<file path="src/hw/rtl/wrb_pkg.sv">
// ----------------------------------------------------------------------------
// Water reflection blend package
// Widths, pipeline depth, register map and pixel format codes shared by the
// top level and the per-channel blend lanes.
// ----------------------------------------------------------------------------
package wrb_pkg;

  // One colour channel.
  localparam int CH_W = 8;

  // Every quotient of the blend fits in one channel, so one step per bit.
  localparam int DIV_STEPS = CH_W;

  // Input register, product stage, divider steps and output register.
  localparam int NUM_STAGES = DIV_STEPS + 3;

  // Alpha values driven on the result.
  localparam logic [CH_W-1:0] ALPHA_OPAQUE = 8'hFF;
  localparam logic [CH_W-1:0] ALPHA_CLEAR  = 8'h00;

  // Configuration port geometry.
  localparam int PADDR_W    = 4;
  localparam int APB_DATA_W = 32;
  localparam int FILL_W     = 3 * CH_W;

  // Register word index, taken from paddr[3:2].
  typedef enum logic [1:0] {
    REG_FILL_COLOR   = 2'd0,
    REG_WATER_HEIGHT = 2'd1,
    REG_PIXEL_FORMAT = 2'd2
  } reg_idx_e;

  // Pixel format selector.
  typedef enum logic {
    FMT_24BPP = 1'b0,
    FMT_32BPP = 1'b1
  } pix_fmt_e;

endpackage

</file>
<file path="src/hw/rtl/wrb_lane.sv">
// ----------------------------------------------------------------------------
// Water reflection blend lane
// One colour channel: forms the source and tint numerators, divides both by
// restoring division one quotient bit per stage, then adds and saturates.
// ----------------------------------------------------------------------------
module wrb_lane
  import wrb_pkg::*;
#(
  parameter int ROW_W = 11
) (
  input  logic                  clk_i,
  // Load enables for the product stage, each divider step and the output.
  input  logic [DIV_STEPS+1:0]  adv_i,
  input  logic [2*CH_W-1:0]     src_term_i,
  input  logic [ROW_W-1:0]      row_clamp_i,
  input  logic [ROW_W-1:0]      fill_weight_i,
  input  logic [CH_W-1:0]       fill_i,
  input  logic [CH_W+ROW_W-1:0] div_src_i,
  input  logic [ROW_W-1:0]      div_fill_i,
  output logic [CH_W-1:0]       chan_o
);

  localparam int NUM_W = 2 * CH_W + ROW_W;

  // Partial remainders (index 0 holds the numerator) and quotients.
  logic [NUM_W-1:0] rem_s_q [0:DIV_STEPS-1];
  logic [NUM_W-1:0] rem_f_q [0:DIV_STEPS-1];
  logic [CH_W-1:0]  quo_s_q [0:DIV_STEPS-1];
  logic [CH_W-1:0]  quo_f_q [0:DIV_STEPS-1];
  logic [CH_W-1:0]  chan_q;
  logic [CH_W:0]    sum;

  // Numerators: weighted source and weighted tint.
  always_ff @(posedge clk_i) begin
    if (adv_i[0]) begin
      rem_s_q[0] <= NUM_W'(src_term_i) * NUM_W'(row_clamp_i);
      rem_f_q[0] <= NUM_W'(fill_i) * NUM_W'(fill_weight_i);
    end
  end

  // Restoring division, most significant quotient bit first.
  for (genvar k = 0; k < DIV_STEPS; k++) begin : g_step
    localparam int B = DIV_STEPS - 1 - k;
    logic [NUM_W-1:0] trial_s;
    logic [NUM_W-1:0] trial_f;
    logic             ge_s;
    logic             ge_f;
    logic [CH_W-1:0]  quo_s_prev;
    logic [CH_W-1:0]  quo_f_prev;

    assign trial_s = NUM_W'(div_src_i) << B;
    assign trial_f = NUM_W'(div_fill_i) << B;
    assign ge_s    = rem_s_q[k] >= trial_s;
    assign ge_f    = rem_f_q[k] >= trial_f;

    if (k == 0) begin : g_first
      assign quo_s_prev = '0;
      assign quo_f_prev = '0;
    end else begin : g_next
      assign quo_s_prev = quo_s_q[k-1];
      assign quo_f_prev = quo_f_q[k-1];
    end

    always_ff @(posedge clk_i) begin
      if (adv_i[k+1]) begin
        quo_s_q[k]    <= quo_s_prev | (CH_W'(ge_s) << B);
        quo_f_q[k]    <= quo_f_prev | (CH_W'(ge_f) << B);
      end
    end

    // The last step leaves no remainder that anyone needs.
    if (k < DIV_STEPS - 1) begin : g_rem
      always_ff @(posedge clk_i) begin
        if (adv_i[k+1]) begin
          rem_s_q[k+1] <= ge_s ? rem_s_q[k] - trial_s : rem_s_q[k];
          rem_f_q[k+1] <= ge_f ? rem_f_q[k] - trial_f : rem_f_q[k];
        end
      end
    end
  end

  // Sum of both parts, saturated to one channel.
  assign sum = {1'b0, quo_s_q[DIV_STEPS-1]} + {1'b0, quo_f_q[DIV_STEPS-1]};

  always_ff @(posedge clk_i) begin
    if (adv_i[DIV_STEPS+1]) begin
      chan_q <= sum[CH_W] ? ALPHA_OPAQUE : sum[CH_W-1:0];
    end
  end

  assign chan_o = chan_q;

endmodule
</file>
<file path="config.mk">
export PLATFORM = sky130hd
export DESIGN_NAME = wrb_lane
export DESIGN_NICKNAME = d
export VERILOG_FILES = /design/src/hw/rtl/wrb_pkg.sv /design/src/hw/rtl/wrb_lane.sv
export SDC_FILE = /design/constraint.sdc
export NUM_CORES = 2
export LEC_CHECK = 0
export ABC_AREA = 1
export ABC_CLOCK_PERIOD_IN_PS = 12200
export BUFFER_PORTS_ARGS = -buffer_cell sky130_fd_sc_hd__buf_4
export CORE_ASPECT_RATIO = 0.6
export CORE_UTILIZATION = 30
export DETAILED_ROUTE_END_ITERATION = 10
export PLACE_DENSITY = 0.45
export SETUP_SLACK_MARGIN = 0.15
export SYNTH_ARGS = -nofsm -noshare
export SYNTH_HDL_FRONTEND = slang
export SYNTH_SLANG_ARGS = --single-unit
</file>
<file path="constraint.sdc">
create_clock -name clk_i -period 12.2 [get_ports clk_i]
set_clock_uncertainty 0.2 [all_clocks]
set_input_delay 0.61 -clock clk_i [delete_from_list [all_inputs] [get_ports clk_i]]
set_output_delay 0.61 -clock clk_i [all_outputs]
set_load 0.005 [all_outputs]
</file>
==> Yosys cells after proc, flatten, opt, wreduce, memory -nomap -nowiden <==
Memory sizes are Yosys's and may differ from the RTL's.
Cells that the tools add are included.
{ "totals": {"memories": 4, "out_inout_bits": 8, "mem_bits_rw": 560, "input_bits": 87, "regBits": 8} }
{ "mem_list": {"columns": ["name", "words", "width", "rd", "rd_clocked_by_memory_dff", "write_ports", "line_no", "source"], "rows": [
  ["rem_f_q", 8, 27, 8, 0, 8, "wrb_lane.sv:27", "logic [NUM_W-1:0] rem_f_q [0:DIV_STEPS-1];"],
  ["rem_s_q", 8, 27, 8, 0, 8, "wrb_lane.sv:26", "logic [NUM_W-1:0] rem_s_q [0:DIV_STEPS-1];"],
  ["quo_f_q", 8, 8, 8, 0, 8, "wrb_lane.sv:29", "logic [CH_W-1:0] quo_f_q [0:DIV_STEPS-1];"],
  ["quo_s_q", 8, 8, 8, 0, 8, "wrb_lane.sv:28", "logic [CH_W-1:0] quo_s_q [0:DIV_STEPS-1];"]
]} }
{ "classes": {"n_lt_le_gt_ge": 16, "bitwise": 14, "mux": 32, "n_addsub": 15, "n_mul": 2} }
{ "op_table": {"columns": ["cell", "count"], "rows": [
  ["$mux 27", 14],
  ["$ge 27x11->1", 1],
  ["$ge 27x12->1", 1],
  ["$ge 27x13->1", 1],
  ["$ge 27x14->1", 1],
  ["$ge 27x15->1", 1],
  ["$ge 27x16->1", 1],
  ["$ge 27x17->1", 1],
  ["$ge 27x18->1", 1],
  ["$ge 27x19->1", 1],
  ["$ge 27x20->1", 1],
  ["$ge 27x21->1", 1],
  ["$ge 27x22->1", 1],
  ["$ge 27x23->1", 1],
  ["$ge 27x24->1", 1],
  ["$ge 27x25->1", 1],
  ["$ge 27x26->1", 1],
  ["$mul 16x11->27", 1],
  ["$sub 27x12->27", 1],
  ["$sub 27x13->27", 1],
  ["$sub 27x14->27", 1],
  ["$sub 27x15->27", 1],
  ["$sub 27x16->27", 1],
  ["$sub 27x17->27", 1],
  ["other kinds (18)", 42]
]} }

==> Logic depth before layout (Yosys ltp) <==
An unclocked memory read counts as a cell.
{ "logic_depth": {"word_depth": 3, "ltp_mapped": 24, "mapped_depth_nobuf": 22} }

==> Worst setup path before layout <==
No wires, ideal clock.
{ "synth_timing": {"path_type": "input-to-reg", "from": "input row_clamp_i[5]", "to": "memory rem_s_q[0][23] in the netlist's numbering (data pin)", "t_arrival_ps": 4824, "setup_time_ps": 260, "stages": 18, "path_slack_ps": 6916, "path_cell_list": "clkbuf_1 > clkbuf_1 > nand2_1 > fa_1 > inv_1 > fa_1 > fa_1 > fa_1 > inv_1 > fa_1 > inv_1 > ha_1 > a21oi_1 > a21boi_0 > nand2_1 > nand2_1 > nand3_1 > xor2_1"} }
{ "synth_rtl": {"columns": ["element", "line_no", "source"], "rows": [
  ["start, declared", "wrb_lane.sv:15", "input logic [ROW_W-1:0] row_clamp_i,"],
  ["end, declared", "wrb_lane.sv:26", null]
]} }

==> flow_summary.toml <==
[outcome]
status = "completed"

[timing]
setup_viol = 0
grt_setup_unrepaired = "false"
hold_slack_ns = 0.0737
slew_violations = 0
setup_tns_ns = 0
max_freq_mhz = 210
tightest_slew_ns = 1.29
slew_headroom_pct = 14.1
hold_viol = 0
finalCriticalPeriod_ns = 4.76
final.period_utilization_pct = 39.0

[worst_hold_path]
hp-start = "adv_i[9]"
whs_path_depth = 1
min_to = "chan_o[3]"
holdCritPathClass = "in2reg"

[critical_path]
cp_slowest_cell = "fa_1"
critPathKind = "in2reg"
cp_slowest_stage_delay_ns = 0.55
crit_chain = "buf_4, nand2_1, fa_1, inv_1, fa_1, inv_1, fa_1, fa_1, fa_1, inv_1, ha_1, a21oi_1, nor2_1, nor2_1, nor2_1, nor2_1, o21ai_0, xor2_1"
rrSetupSlack_ns = 8.53
r2r_start = "rem_s_q[0][41]"
reg2reg_depth = 10
cp_max_fo = 16
required_ns = 12.40
crit_path_start_kind = "input pin"
worstPathArrival_ns = 4.96
rr_endpoint = "rem_s_q[0][64]"
crit_path_end_kind = "flip-flop"
crit_path_frequent_cell = "fa_1"

[clocking]
cts-root-buf = "clkbuf_16"
cts_buffers = 56
htreeDepth = 2
clk_pin_slew_ns = 0.07
clock_sinks = 504
post_cts_buffers = 0
worstSkewPairLatency_ns = 0.68
tritoncts = "built"
cts_buffer_depth = 3

[routing]
drt-pass1-iter-count = 6
avgViaCountPerCell = 4.83
ant_nets = 0
num_vias = 40900
totalWireLength_um = 161000
post_drt_wl_per_cell_um = 19.1
drc_errors = 0
drt_iter0_drc = 4290

[die]
die_w_um = 512
rows = 111
ios = 95
initial_utilization_pct = 30.4
fp.dieH_um = 308
core_mm2 = 0.154
die_area_mm2 = 0.157

[logic_synthesis]
syn_area_mm2 = 0.0468
synth_edf_count = 504
synth_fp_nets = 6938
ys_warn_count = 0
ys_seq_elements = 504
ys.flop_type = "edfxtp_1"
syn_inst = 6305
yosysSeqAreaShare_pct = 32.4
syn_area_per_cell_um2 = 7.42
yosys.cell_types.count = 57
ys_async_sr_fraction_pct = 0

[cells_and_area]
final_nets = 7015
layout_commonest_cell = "nand2_1"
synthToLayoutAreaGrowth_pct = 9.98
drive_gt1_share_pct = 6.16
n_fill_cell = 16400
register_area_mm2 = 0.0151
multi_input_comb_area_mm2 = 0.0267
mostFrequentLayoutCells = "nand2_1 (2,184), inv_1 (1,131), edfxtp_1 (504)"

[placed_design]
portBuffers = 94
gp_congestion = 0.917
dp_hpwl_um = 131000

[run]
max_cap_violations = 0

[global_route]
grt_overflow = 0
grt_usage_pct = 20.4
antenna_found_initial = 11
grt_pass1_vias = 38100
grt_first_pass_wirelength_um = 242000
grt_max_degree = 67

[power]
p_per_area_mw_per_mm2 = 248
leakage_nw = 25.2
irDropWorstVdd_uv = 123
## cell families after synthesis
family                   share of synthesized area [%]
buffers and inverters                             10.6
flip-flops                                        32.4
AO/OA/AOI/OAI                                     6.06
adder cells (fa/ha/maj)                           17.7
AND/OR/NAND/NOR                                   30.0
XOR/XNOR                                          3.24
## stage by stage
step	cell area [um^2]	setup WS [ns]	std cells	power, mW	util (%)
final	51400	7.44	8461	12.7	33.4
after CTS	51400	7.50	8459	12.6	33.4
after global routing	51400	7.23	8460	13.8	33.4
after floorplan	46800	6.92	6305	8.38	-
after global placement	49600	6.82	8357	10.8	32.2
after detailed placement	49600	6.80	8357	10.8	32.2
## registers in the layout, indices dropped and copies added, names as in the netlist
register  cells
rem_f_q     208
quo_f_q      36
rem_s_q     216
chan_o        8
quo_s_q      36
## layout make-up
| cell class | instances | area share [%] |
|---|---|---|
| multi-input combinational | 4546 | 51.8 |
| sequential | 504 | 29.4 |
| inverter | 1155 | 8.45 |
| tap | 2034 | 4.95 |
| clock buffer | 63 | 2.78 |
| timing repair buffer | 119 | 1.74 |
| clock inverter | 38 | 0.796 |
| antenna | 2 | 0.00973 |
## synthesized netlist by cell type (30+ instances only)
cell,count,area (um^2)
nand2_1,2184,8200
inv_1,1131,4250
edfxtp_1,504,15100
nor2_1,474,1780
ha_1,352,4400
nand3_1,335,1680
a21oi_1,213,1070
fa_1,194,3880
o21ai_0,112,561
nand4_1,104,651
xor2_1,103,902
xnor2_1,70,613
nor3_1,62,310
nand3b_1,58,435
clkbuf_1,53,199
a21oi_2,48,420
nor2_2,31,194
o21ai_2,31,272
o21ai_1,30,150
## power by group
group,switching (mW),internal (mW),leakage (nW),total [mW]
combinational,5.04,2.48,19.4,7.53
clock,0.794,0.976,0.876,1.77
sequential,0.589,2.85,4.86,3.44
## timing repair
| item | in CTS | in global routing |
|---|---|---|
| hold endpoints to repair | 4 | 0 |
| gates resized for setup | 0 | 0 |
| hold buffers | 1 | 0 |
## how the worst max path moves through the flow
stage	slack, ns	cells past startpoint	start	end
floorplan	6.92	18	row_clamp_i[5]	rem_s_q[0][23]
global placement	6.82	19	row_clamp_i[2]	rem_s_q[0][24]
detailed placement	6.80	21	row_clamp_i[5]	rem_s_q[0][26]
CTS	7.50	19	row_clamp_i[2]	rem_s_q[0][24]
global route	7.23	18	row_clamp_i[10]	rem_s_q[0][25]
finish	7.44	18	row_clamp_i[2]	rem_s_q[0][16]
## per-layer routing
| metal | vias to the layer above | routed length (um) | track usage (%) |
|---|---|---|---|
| met5 | - | 0 | 0 |
| met4 | 0 | 2020 | 2.87 |
| met3 | 106 | 15500 | 4.87 |
| met2 | 1450 | 54900 | 25.0 |
| met1 | 19200 | 88800 | 34.5 |
| li1 | 20100 | - | - |
## critical path, delay by kind of cell
kind,cells,cell delay [ns]
adders and majority gates,6,2.85
and+or+nand+nor,5,0.59
buffers and inverters,4,0.36
AOI/OAI and AO/OA,2,0.36
xor gates and xnor gates,1,0.18
(Power assumes the default switching activity.)
